<file path="src/rtl/core/bbe_ram.sv">
`timescale 1ns / 1ps
module bbe_ram #(
	parameter int W = 8,
	parameter int D = 2,
	localparam int AW = $clog2(D)
) (
	input  logic          clk,
	input  logic          we,
	input  logic [AW-1:0] waddr,
	input  logic [W-1:0]  wdata,
	input  logic [AW-1:0] raddr,
	output logic [W-1:0]  rdata
);

	logic [W-1:0] mem [D];

	always_ff @(posedge clk) begin
		if (we) begin
			mem[waddr] <= wdata;
		end
		rdata <= mem[raddr];
	end

endmodule

</file>
<file path="config.mk">
export PLATFORM = sky130hd
export DESIGN_NAME = bbe_ram
export DESIGN_NICKNAME = d
export VERILOG_FILES = /design/src/rtl/core/bbe_ram.sv
export SDC_FILE = /design/constraint.sdc
export NUM_CORES = 1
export LEC_CHECK = 0
export BUFFER_PORTS_ARGS = -buffer_cell sky130_fd_sc_hd__clkbuf_2
export CAP_MARGIN = 20
export CORE_MARGIN = 5
export CORE_UTILIZATION = 48
export DETAILED_ROUTE_END_ITERATION = 10
export PLACE_DENSITY_LB_ADDON = 0.25
export SKIP_CTS_REPAIR_TIMING = 1
export SLEW_MARGIN = 40
export SYNTH_ARGS = -nofsm -noshare
export SYNTH_HDL_FRONTEND = slang
export SYNTH_SLANG_ARGS = --single-unit
export TNS_END_PERCENT = 50
</file>
<file path="constraint.sdc">
create_clock -name clk -period 1.4 [get_ports clk]
set_clock_uncertainty 0.1 [all_clocks]
set_input_delay 0.21 -clock clk [delete_from_list [all_inputs] [get_ports clk]]
set_output_delay 0.21 -clock clk [all_outputs]
set_load 0.01 [all_outputs]
</file>
# After elaboration in Yosys (flattened, before gate mapping)
# Memory sizes are Yosys's and may differ from the RTL's. A register that Yosys moved wholly into a read port is not among the register bits.
# Cells that the tools add are included.
# op_classes
n_mux	2
# op_table
op	n
1-bit 2-to-1 mux	2
# totals
wordCells	3
input_bits	12
ramBits	16
regBits	0
out_inout_bits	8
memories	1
# mem_list
memory	depth	width	read_ports	rd_ports_with_merged_regs	wr	line_no	text
mem	2	8	1	1	1	15	logic [W-1:0] mem [D];

# Depth between registers and ports, before layout
# depth
ltp_word	2
ltp_mapped	2
depth_no_buf	1

# Worst setup path after synthesis
# OpenSTA, ideal clock, no wires.
# synth_timing
path_type	input-to-reg
from	input port we
to	memory mem[0][0], enable pin
required_time_ns	0.927
path_buffers	0
setup_slack_ns	0.297
setup_time_ns	0.373
arrival_time_ns	0.630
cell_stages	1
path_cell_list	nor2b_1
# synth_via
elab_chain_len	2
# synth_rtl
element	line_no	text
start: declaration	8	input logic we,
1-bit 2-to-1 mux	18	if (we) begin
1-bit 2-to-1 mux (not written as such)	19	mem[waddr] <= wdata;
end: declaration	15	
# Every way passes these cells.

# Worst setup path after layout
# layout_timing
from	register rdata[0] (read register of mem)
to	output port rdata[0]
# layout_lines
element	line_no	text
start: declaration	12	output logic [W-1:0] rdata
# No word-level cell between the ends.

==> metrics.sh <==
YOSYS.CELL_TYPES.COUNT=6
TRANSITION_TIME_AT_THE_PIN_WITH_THE_LEAST_SLEW_MARGIN_NS=0.367
FIN_CRIT_NS=1.06
WORST-PATH-BUF-INV=1
DIE-WIDTH_UM=50.4
CLK_PIN_SLEW_NS=0.11
DIE_AREA_UM2=2540
INITIAL_UTILIZATION=0.515
SYNTHDOMINANTAREACELLTYPE='sky130_fd_sc_hd__edfxtp_1'
POSTSYNTHCELLCOUNT=35
CTS_HTREE_LEVELS=1
SETUP_VIOL=0
DR.PASS1.ITERS=3
CRITICAL-PATH-SLOWEST-CELL='sky130_fd_sc_hd__dfxtp_1'
POSTSYNTHAREAPERCELL_UM2=22.4
PERIOD_SHARE=0.759
CTS_MAX_PATH_BUFFERS=2
GRT_ANTENNA_BEFORE_REPAIR=0
CLOCK_POWER_SHARE=0.225
VDD_DROP_MAX_mV=0.749
CRITICAL-PATH-TOP-DELAY-FAMILY='flip-flops'
POWER_DENSITY_nW_PER_UM2=1220
PLACEMENT.SETUP.WORST_SLACK_NS=0.302
CP.REQUIRED_NS=1.09
COMB_POWER_SHARE=0.099
SLEW_VIOLATIONS=0
SLOWEST_DELAY_NS=0.33
TRITONCTS.NUM_BUFFERS=3
CRITPATHARRIVALTIME_NS=0.75
CRITPATHLAUNCHTYPE='register'
WORST_SLACK_NS=0.337
CELL_INTERNAL_PWR_mW=0.984
ROUTED_WIRELENGTH_UM=988
GRT_PASS1_WL_UM=1450
SYNTH_ASYNC_SR_FLOP_SHARE=0
ENDPOINTS_FAILING_HOLD=0
SYNTHESIS.NETS=47
SYNTH-SEQ-CELLS=24
SEQUENTIAL_CELL_FRACTION_OF_TOTAL_POWER=0.676
DRV_CAP=0
SYNTH_FLOP_CELL='sky130_fd_sc_hd__edfxtp_1'
P_R_AREA_GROWTH_VS_SYN_PCT=27.3
SWSHARE=0.192
VIAS_PER_CELL=4.69
POST_ROUTE_CELLS_DRIVE_ABOVE_1_SHARE=0.477
WORST_SETUP_PATH_TYPE='reg -> out'
SYNTH_ENABLE_FLOP_CELLS=16
GRT_PASS1_VIAS=376
CELL_TYPES_WITH_THE_HIGHEST_COUNTS_AFTER_SYNTHESIS='sky130_fd_sc_hd__edfxtp_1, sky130_fd_sc_hd__dfxtp_1, sky130_fd_sc_hd__mux2_4'
CORE_UM2=1520
CRITPATHMAXFANOUT=1
FINAL_GLOBAL_ROUTE_OVERFLOW_TOTAL=0
HOLD_PATH_CLASS='in -> reg'
CHIPHEIGHT_UM=50.4
P_SW_mW=0.234
FIN_NETS=79
CRIT_CHAIN='clkbuf_2'
UNREPAIRED_SETUP_ENDPOINTS_AFTER_GLOBAL_ROUTING='false'
PORTBUFFERS=19
FINAL.SETUP.TNS_NS=0
SYNTH.MOST_COMMON_CELL='sky130_fd_sc_hd__edfxtp_1'
ROUTE.DETAILED.DRC=0
STATUS='finished clean'
CTS-ROOT-BUF='sky130_fd_sc_hd__clkbuf_4'
DESIGN.PORTCOUNT=20
STD_CELL_ROWS=14
INITIALDRTVIOLATIONCOUNT=13
CTS_TREE='yes'
ANT_NETS=0
CLOCK.FMAX_MHz=941
SYNTH.TOP_CELLS.BY_AREA='sky130_fd_sc_hd__edfxtp_1, sky130_fd_sc_hd__dfxtp_1, sky130_fd_sc_hd__mux2_4, sky130_fd_sc_hd__buf_6, sky130_fd_sc_hd__and2_1'
GRT.TOTAL_USAGE=0.0796
CLK-INSERTION-DELAY-LATE_NS=0.29
P_LEAK_nW=0.419
ROUTABILITYCONGESTION=0.668
SYNTH_TOP_CELL_AREA_SHARE=0.612
YOSYS_WARNINGS=0
CLOCK-SINKS=24
MAXIMUM_NUMBER_OF_PINS_ON_ONE_NET_BEFORE_GLOBAL_ROUTE_REPAIR=13
POST_SYNTH_INSTANCE_AREA_UM2=785
DIODES=0
MAX_SLEW_MARGIN=0.755
YOSYSSEQAREASHARE=0.817
DRT-WIRELENGTH-PER-CELL_UM=12.2
ENDPOINT_CLASS_OF_THE_CRITICAL_PATH='output port'
NUMBER_OF_VIAS_IN_THE_ROUTED_LAYOUT=380
## metrics by stage
stage | utilization | power (mW) | hold slack (ns) | std cells | cell area, µm²
after floorplan | - | 0.899 | 0.209 | 35 | 785
after global placement | 0.588 | 0.941 | 0.301 | 70 | 896
after detailed placement | 0.588 | 0.945 | 0.303 | 70 | 896
after CTS | 0.603 | 1.21 | -0.00941 | 73 | 918
after global routing | 0.655 | 1.29 | 0.258 | 81 | 998
final | 0.655 | 1.22 | 0.275 | 81 | 998
## path summary, 6_finish.rpt
kind / startpoint / end / slack [ns] / depth (start not counted)
setup / recovery: rdata[0]$_DFF_P_ / rdata[0] / 0.34 / 1
hold / removal: waddr / mem[0][0]$_DFFE_PP_ / 0.27 / 3
setup reg to reg: mem[0][4]$_DFFE_PP_ / rdata[4]$_DFF_P_ / 0.56 / 1
hold reg to reg: mem[0][5]$_DFFE_PP_ / rdata[5]$_DFF_P_ / 0.38 / 1
## routing by layer
layer / up-vias / global-route usage / part of all wire
li1: 190 / - / -
met1: 176 / 0.0729 / 0.36
met2: 14 / 0.140 / 0.55
met3: 0 / 0.0444 / 0.088
met4: 0 / 0.0383 / 0
met5: - / 0 / 0
## cells by family after synthesis
| family | Yosys count | share of synthesized area |
|---|---|---|
| flops | 24 | 0.817 |
| mux | 8 | 0.153 |
| simple gates | 2 | 0.0160 |
| buf+inv | 1 | 0.0144 |
## registers in the layout (all words and copies together) (netlist names)
register,flops
rdata,8
mem,16
## cells in the final DEF, fill, tap and decap left out
cell type / count
sky130_fd_sc_hd__clkbuf_2: 19
sky130_fd_sc_hd__edfxtp_1: 16
sky130_fd_sc_hd__mux2_4: 8
sky130_fd_sc_hd__dlygate4sd3_1: 8
sky130_fd_sc_hd__dfxtp_1: 8
sky130_fd_sc_hd__clkbuf_4: 3
sky130_fd_sc_hd__nor2b_1: 1
sky130_fd_sc_hd__and2_1: 1
sky130_fd_sc_hd__buf_4: 1
## power by group through the flow
stage | logic, mW | registers, mW | clock network, mW
6_report | 0.120 | 0.823 | 0.275
5_1_grt | 0.130 | 0.829 | 0.329
4_1_cts | 0.104 | 0.824 | 0.278
3_5_place_dp | 0.104 | 0.840 | 0
3_3_place_gp | 0.103 | 0.838 | 0
2_1_floorplan | 0.0488 | 0.850 | 0
## final cells by class
type,count,area [µm²]
clock buffer,3,22.5
sequential,24,641
multi-input combinational,10,133
tap,16,20.0
fill,112,526
timing repair buffer,28,183
Note: power is estimated with default switching activity, not from simulation.
