==> config.mk <==
export PLATFORM = sky130hd
export DESIGN_NAME = bbe_muldiv
export DESIGN_NICKNAME = d
export VERILOG_FILES = /design/src/rtl/core/bbe_pkg.sv /design/src/rtl/core/bbe_muldiv.sv
export SDC_FILE = /design/constraint.sdc
export NUM_CORES = 2
export LEC_CHECK = 0
export ABC_AREA = 1
export BUFFER_PORTS_ARGS = -buffer_cell sky130_fd_sc_hd__buf_2
export CAP_MARGIN = 30
export CELL_PAD_IN_SITES_DETAIL_PLACEMENT = 1
export CELL_PAD_IN_SITES_GLOBAL_PLACEMENT = 1
export CORE_UTILIZATION = 33
export CTS_CLUSTER_SIZE = 30
export DETAILED_ROUTE_END_ITERATION = 8
export HOLD_SLACK_MARGIN = 0.03
export PLACE_DENSITY_LB_ADDON = 0.1
export SLEW_MARGIN = 15
export SYNTH_ARGS = -nofsm -noshare
export SYNTH_HDL_FRONTEND = slang
export SYNTH_SLANG_ARGS = --single-unit
==> constraint.sdc <==
create_clock -name clk -period 11.4 [get_ports clk]
set_clock_uncertainty 0.15 [all_clocks]
set_input_delay 1.71 -clock clk [delete_from_list [all_inputs] [get_ports clk]]
set_output_delay 1.71 -clock clk [all_outputs]
set_load 0.02 [all_outputs]
==> src/rtl/core/bbe_pkg.sv <==
`timescale 1ns / 1ps
package bbe_pkg;

	localparam int MAX_VERTICES = 1024;
	localparam int MAX_EDGES    = 4096;
	localparam int VW           = $clog2(MAX_VERTICES);
	localparam int EW           = $clog2(MAX_EDGES);
	localparam int NW           = VW + 1;
	localparam int OFS_W        = 13;
	localparam int DIST_W       = NW;
	localparam int SIGMA_W      = 32;
	localparam int DEP_W        = 48;
	localparam int SUM_W        = 56;
	localparam int SCORE_W      = 48;
	localparam int MD_A_W       = 32;
	localparam int MD_B_W       = 56;
	localparam int MD_C_W       = 37;
	localparam int MD_Q_W       = 48;

	localparam logic [2:0] OP_WR_OFFSET = 3'd0;
	localparam logic [2:0] OP_WR_EDGE   = 3'd1;
	localparam logic [2:0] OP_RUN       = 3'd2;
	localparam logic [2:0] OP_READ      = 3'd3;
	localparam logic [2:0] OP_CLEAR     = 3'd4;

	localparam logic [1:0] ST_OK    = 2'd0;
	localparam logic [1:0] ST_SCORE = 2'd1;
	localparam logic [1:0] ST_RANGE = 2'd2;

	localparam logic [1:0] CFG_VERTEX_COUNT = 2'd0;
	localparam logic [1:0] CFG_SAMPLE_COUNT = 2'd1;
	localparam logic [1:0] CFG_NORMALIZE    = 2'd2;

	localparam logic [DIST_W-1:0] UNREACHED = '1;
	localparam logic [MD_B_W-1:0] FIX_ONE   = MD_B_W'(65536);

	typedef struct packed {
		logic [2:0]  operation;
		logic [11:0] index;
		logic [12:0] value;
	} in_item_t;

	typedef struct packed {
		logic [1:0]         status;
		logic [SCORE_W-1:0] score;
	} out_item_t;

	typedef struct packed {
		logic              start;
		logic [MD_A_W-1:0] a;
		logic [MD_B_W-1:0] b;
		logic [MD_C_W-1:0] c;
	} md_req_t;

	typedef struct packed {
		logic              done;
		logic [MD_Q_W-1:0] q;
		logic              ovf;
	} md_rsp_t;

endpackage

==> src/rtl/core/bbe_muldiv.sv <==
`timescale 1ns / 1ps
module bbe_muldiv import bbe_pkg::*; (
	input  logic    clk,
	input  logic    arst_n,
	input  md_req_t req,
	output md_rsp_t rsp
);

	localparam int HALF_W = MD_B_W / 2;
	localparam int PROD_W = MD_A_W + MD_B_W;
	localparam int CNT_W  = $clog2(PROD_W);

	typedef enum logic [3:0] {
		MD_IDLE = 4'b0001,
		MD_LO   = 4'b0010,
		MD_HI   = 4'b0100,
		MD_DIV  = 4'b1000
	} md_phase_t;

	md_phase_t            phase_q;
	logic [CNT_W-1:0]     cnt_q;
	logic                 done_q;
	logic [MD_A_W-1:0]    a_q;
	logic [MD_B_W-1:0]    b_q;
	logic [MD_C_W-1:0]    c_q;
	logic [PROD_W-1:0]    prod_q;
	logic [MD_C_W:0]      rem_q;
	logic [MD_Q_W-1:0]    quo_q;
	logic                 ovf_q;
	logic [MD_A_W+HALF_W-1:0] mul_p;
	logic [MD_C_W:0]      trial;
	logic                 fits;

	assign mul_p = a_q * ((phase_q == MD_HI) ? b_q[MD_B_W-1:HALF_W] : b_q[HALF_W-1:0]);
	assign trial = {rem_q[MD_C_W-1:0], prod_q[PROD_W-1]};
	assign fits  = trial >= {1'b0, c_q};

	always_ff @(posedge clk or negedge arst_n) begin
		if (!arst_n) begin
			phase_q <= MD_IDLE;
			cnt_q   <= '0;
			done_q  <= 1'b0;
		end else begin
			done_q <= 1'b0;
			unique case (phase_q)
				MD_IDLE: begin
					if (req.start) phase_q <= MD_LO;
				end
				MD_LO: phase_q <= MD_HI;
				MD_HI: begin
					phase_q <= MD_DIV;
					cnt_q   <= CNT_W'(PROD_W - 1);
				end
				MD_DIV: begin
					cnt_q <= cnt_q - 1'b1;
					if (cnt_q == '0) begin
						phase_q <= MD_IDLE;
						done_q  <= 1'b1;
					end
				end
				default: phase_q <= MD_IDLE;
			endcase
		end
	end

	always_ff @(posedge clk) begin
		unique case (phase_q)
			MD_IDLE: begin
				if (req.start) begin
					a_q   <= req.a;
					b_q   <= req.b;
					c_q   <= req.c;
					rem_q <= '0;
					quo_q <= '0;
					ovf_q <= 1'b0;
				end
			end
			MD_LO: prod_q <= PROD_W'(mul_p);
			MD_HI: prod_q <= prod_q + {mul_p, HALF_W'(0)};
			MD_DIV: begin
				prod_q <= {prod_q[PROD_W-2:0], 1'b0};
				rem_q  <= fits ? trial - {1'b0, c_q} : trial;
				quo_q  <= {quo_q[MD_Q_W-2:0], fits};
				ovf_q  <= ovf_q | quo_q[MD_Q_W-1];
			end
			default: ;
		endcase
	end

	assign rsp.done = done_q;
	assign rsp.q    = quo_q;
	assign rsp.ovf  = ovf_q;

endmodule
# Yosys cells after proc, flatten, opt, wreduce, memory -nomap -nowiden

Cells that the tools add are included.

Output and inout bits: 50
Memories: 0
Logic and storage cells: 44
Input port bits: 128
Register bits after elaboration: 311
Bits in latches: 0
Bits in writable memories: 0
Memory bits (read-only): 0

Eq/ne operators: 6
Multiplexer cells: 15
Bitwise gates (word level): 1
$mul: 1
Reduce and logical (&&, ||, !) cells: 7
Divide/modulo/power cells: 0
Add/sub/neg operators: 3
Order comparisons: 1
Shift operators: 0

Operator list:

| cell                  | count |
|---|---|
| $pmux W88 S3          | 1 |
| $pmux W48 S2          | 1 |
| $add A88 B88 Y88      | 1 |
| $mux W37              | 2 |
| $pmux W37 S2          | 1 |
| $mul A32 B28 Y60      | 1 |
| $mux W48              | 1 |
| $ge A38 B37 Y1        | 1 |
| $sub A37 B37 Y37      | 1 |
| $mux W28              | 1 |
| $pmux W4 S4           | 1 |
| $pmux W7 S2           | 1 |
| $mux W4               | 2 |
| $logic_not A7 Y1      | 1 |
| $sub A7 B1 Y7 const B | 1 |
| $reduce_and A2 Y1     | 3 |
| $eq A4 B1 Y1 const B  | 1 |
| $eq A4 B2 Y1 const B  | 1 |
| $eq A4 B3 Y1 const B  | 1 |
| $eq A4 B4 Y1 const B  | 1 |
| $ne A2 B2 Y1 const B  | 2 |
| $reduce_bool A2 Y1    | 2 |
| $mux W1               | 3 |
| $reduce_bool A3 Y1    | 1 |
| other kinds (2)       | 2 |

# Depth between registers and ports, before layout

Word-level depth: 5
Gate-level depth with buffers: 50
Gate-level depth less buffers: 48

# Worst setup path after synthesis

OpenSTA, ideal clock, no wires.

Kind: register -> register
Start point: register phase_q[0]
End point: register prod_q[69], data pin
Setup time: 0.253 ns
Path buffers: 3
Arrival: 8.342 ns
Clock period less this slack: 8.745 ns
Slack: 2.655 ns
Stages on the path, launching flop included: 42
Required time: 10.997 ns
Cells stage by stage: dfstp_2 nor2_1 inv_2 nor3_2 clkbuf_1 buf_2 or2_2 o21ai_2 clkbuf_1 nor2_1 fa_1 fa_1 fa_1 inv_1 fa_1 inv_1 fa_1 fa_1 (+6 left out) nand2_1 a21oi_1 nor2_1 o21ai_0 a21oi_1 or2_2 and2_1 ha_1 nand2_1 nor2_1 inv_1 o21ai_0 inv_1 o21ai_0 a21oi_1 or2_2 nand3_1 nand2_1

Longest elaborated chain between the ends: 5
Elaborated cells on any way between the ends: 7
Those cells by class: add/sub (1); mul (1); eq/ne (3); mux (2)

Ends and longest elaborated chain:

| what                     | RTL line                           | source |
|---|---|---|
| start: declaration       | bbe_muldiv.sv:20                   | `md_phase_t phase_q;` |
| start signal: assignment | bbe_muldiv.sv:40                   | `phase_q <= MD_IDLE;` |
| start signal: assignment | bbe_muldiv.sv:47                   | `if (req.start) phase_q <= MD_LO;` |
| start signal: assignment | bbe_muldiv.sv:49                   | `MD_LO: phase_q <= MD_HI;` |
| $eq A4 B3 Y1             | bbe_muldiv.sv:34, bbe_muldiv.sv:67 |  |
| $mux W28                 | bbe_muldiv.sv:34                   | `assign mul_p = a_q * ((phase_q == MD_HI) ? b_q[MD_B_W-1:HALF_W] : b_q[HALF_W-1:0]);` |
| $mul A32 B28 Y60         | bbe_muldiv.sv:34                   |  |
| $add A88 B88 Y88         | bbe_muldiv.sv:79                   | `MD_HI: prod_q <= prod_q + {mul_p, HALF_W'(0)};` |
| $pmux W88 S3 (*)         | bbe_muldiv.sv:67                   | `unique case (phase_q)` |
| end signal: assignment   | bbe_muldiv.sv:78                   | `MD_LO: prod_q <= PROD_W'(mul_p);` |
| end signal: assignment   | bbe_muldiv.sv:79                   |  |
| end signal: assignment   | bbe_muldiv.sv:81                   | `prod_q <= {prod_q[PROD_W-2:0], 1'b0};` |
| end: declaration         | bbe_muldiv.sv:26                   | `logic [PROD_W-1:0] prod_q;` |

Every way passes the cells marked *; elsewhere a longest branch is shown, timed or not.
A chain may end at the register's enable or synchronous reset.

# Final worst setup path

Start point: register phase_q[1]
End point: register prod_q[82], data pin

The elaborated chain is that of the path after synthesis.

==> impl_metrics.yaml <==
routing:
  vias: 39730
  dr.pass1.iters: 7
  antenna_left: 0
  vias_per_cell: 4.954
  drcViolationCount: 16
  wl_um: 190400
  drt_iter0_markers: 2094
  wl_per_cell_um: 23.74
grt:
  busiest_layer: "met2"
  use_met1: 0.3577
  antenna_found_initial: 10
  grt_max_degree: 76
  grt_overflow: 0
  grt_usage: 0.2660
  grtUsageMet2: 0.4464
  grt_util_met3: 0.03118
  first_global_vias: 44260
  grt_pass1_wl_um: 288600
sta:
  worstMarginPinSlew_ns: 1.007
  layout_worst_path_cycle_share: 0.9566
  fmax_mhz: 91.70
  hold_violations: 0
  rsz0062_at_grt: "no"
  drv_slew: 0
  post-route-min-period_ns: 10.90
  setup_violations: 0
  slew_headroom: 0.3238
  tns_ns: 0
floorplanning:
  start_util: 0.3329
  rows: 139
  die_area_um2: 146400
  dieWidth_um: 382.7
  ios: 178
  die_height_um: 382.7
  coreArea_um2: 143700
clock_tree:
  cts_tree: "yes"
  hold_buffers: 0
  clk_pin_slew_ns: 0.06
  ctsHtreeMaxLevel: 2
  cts_buffer_depth: 3
  cts_sinks: 311
  clk_latency_ns: 0.63
  numCtsBuffers: 41
  root_buffer: "clkbuf_16"
worst_setup_path:
  cp_top_family: "adder cells"
  reg2reg_to: "prod_q[82]"
  worst-setup-path-type: "reg -> reg"
  cp_num_cells: 41
  worstSetupEndpoint: "prod_q[82]"
  startpoint_type: "flop"
  cp_max_fo: 22
  cpPeakStageDelay_ns: 0.56
  worstSetupEndpointType: "flop"
  cpMaxStageDelayCell: "fa_1"
  critPathBufInv: 12
  crit_arrival_ns: 11.12
  critical_path.startpoint: "phase_q[1]"
  r2r_start: "phase_q[1]"
  rrSetupSlack_ns: 0.50
  cp_common_cell: "fa_1"
  rr_worst_depth: 41
  required_ns: 11.62
synth:
  syn-num-nets: 7098
  ys.flop_type: "edfxtp_1"
  yosys-top-cells-area: "fa_1 33%, edfxtp_1 19%, inv_1 10%"
  synth_cells: 5877
  ys_ff_latch: 311
  synth_top_area_frac: 0.3265
  yosysSeqAreaShare: 0.1941
  synth_area_um2: 47820
  yosys_warnings: 0
  synth_area_leader_cell: "fa_1"
  synth_edf_count: 299
  avgSynthCellArea_um2: 8.137
  synth-compound-area-share: 0.07258
  muxShareOfSynthArea: 0
  synth-simple-area-share: 0.1902
  synth_cell_types: 53
  synth_xor_xnor_area_share: 0.01282
  synth_top_family_by_area: "adder cells"
  synth_fa_ha_area_frac: 0.4084
  async_flop_share: 0.03859
min_path:
  hold_path_class: "reg -> reg"
placement:
  dp_hpwl_um: 159200
  portBuffers: 177
  gp_congestion: 0.9201
cells_and_area:
  drive_gt1_frac: 0.08178
  fin_nets: 7304
  areaGrowthSynthToFinish_pct: 11.09
run:
  cap_violations: 0
status:
  status: "finished with violations"
  violations: "design-rule violations"
-- cell usage in the layout (no fill, tap or decap), types with 8 or more instances in the layout --
cell type and instances:
clkinv_2 8, fa_1 780, ha_1 313, xor2_1 39, o211ai_1 12, and2_1 21, a21o_1 31, o21a_1 14
o21bai_1 20, nor3_1 33, nand3_1 156, a21oi_1 249, a22o_1 25, xnor2_1 30, nor2_1 805, buf_4 162
nand4_1 19, nor4_1 12, edfxtp_1 299, clkinv_1 18, o21ai_1 10, a31oi_1 16, dfrtp_1 11, nand2_1 1149
o21ai_2 23, or2_2 46, inv_1 1325, buf_2 177, clkbuf_16 41, clkbuf_1 10, nand3b_1 11, o21ai_0 182
-- synthesized netlist by cell type (all sizes together) (2+ instances only) --
| library cell | n |
|---|---|
| a211oi | 2 |
| buf | 44 |
| a21oi | 251 |
| nand2 | 1153 |
| o21ai | 218 |
| and2 | 21 |
| xor2 | 39 |
| xnor2 | 31 |
| a21boi | 7 |
| and3 | 4 |
| o21a | 14 |
| inv | 1332 |
| or2 | 47 |
| o21bai | 20 |
| dfrtp | 11 |
| a21o | 31 |
| edfxtp | 299 |
| nor4 | 12 |
| nor2 | 807 |
| nand4 | 19 |
| fa | 780 |
| nand3b | 11 |
| o22ai | 2 |
| a22o | 25 |
| a22oi | 2 |
| ha | 313 |
| clkinv | 14 |
| a31oi | 16 |
| nand3 | 157 |
| o211ai | 12 |
| clkbuf | 140 |
| nor3 | 35 |
| nor3b | 2 |
-- area by class of cell --
type | instances | area, um2
flip-flops and latches | 311 | 9280
diodes | 3 | 7.507
well taps | 1903 | 2381
clock buffers | 51 | 1064
inverters | 1346 | 5054
multi-input cells | 4036 | 32790
fillers | 17380 | 90530
clock inverters | 23 | 277.8
repair buffers | 347 | 2268
-- flip-flops by register name, indices dropped and copies added (netlist names) --
register,count
ovf_q,1
phase_q,4
a_q,32
c_q,37
quo_q,48
prod_q,88
rem_q,37
cnt_q,7
done_q,1
b_q,56
-- metal layers --
layer,up-vias,part of all wire
met5,-,0.00024
met1,20540,0.45
met4,8,0.034
li1,18180,-
met2,778,0.47
met3,219,0.040
-- per-stage QoR --
stage	util	setup slack, ns	hold WS, ns	instance area, um2	cells
2_1_floorplan	-	2.655	0.2962	47820	5877
3_3_place_gp	0.3597	0.3409	0.3172	51680	7940
3_5_place_dp	0.3597	0.4927	0.3215	51680	7940
4_1_cts	0.3691	0.3803	0.3106	53020	8014
5_1_grt	0.3698	0.005499	0.3460	53120	8018
6_report	0.3698	0.4950	0.3163	53120	8020
-- worst min-delay path by stage --
| stage | slack, ns | depth (start not counted) | to | startpoint |
|---|---|---|---|---|
| 2_1_floorplan | 0.30 | 1 | cnt_q[5] | cnt_q[5] |
| 3_3_place_gp | 0.32 | 1 | cnt_q[5] | cnt_q[5] |
| 3_5_place_dp | 0.32 | 1 | cnt_q[5] | cnt_q[5] |
| 4_1_cts | 0.31 | 1 | done_q | cnt_q[6] |
| 5_1_grt | 0.35 | 1 | cnt_q[5] | cnt_q[5] |
| 6_report | 0.32 | 1 | done_q | cnt_q[6] |
-- kinds of logic (layout without fill, tap and decap cells) --
group | Yosys count | count (layout)
and+or+nand+nor | 2269 | 2269
buffers and inverters | 1530 | 1767
AOI/OAI and AO/OA | 604 | 604
other | 0 | 3
DFF | 311 | 311
adders and majority gates | 1093 | 1093
xor gates and xnor gates | 70 | 70
-- repair_timing --
| item | in CTS | in global routing |
|---|---|---|
| resized for setup | 0 | 3 |
| setup endpoints to repair | 0 | 2 |
| buffers inserted | 0 | 0 |
-- worst reg2reg max path, delay by kind of cell, from the launching register on --
kind,cells,cell delay [ns]
buffers and inverters,12,1.82
AND/OR/NAND/NOR,10,1.21
XOR/XNOR,1,0.38
adder cells (fa/ha/maj),9,4.09
flip-flops,1,0.37
AO/OA/AOI/OAI,9,2.62
Power is left out: the tool's default activity adds up to more than one toggle a clock period on the data nets, which glitch-free logic cannot reach.
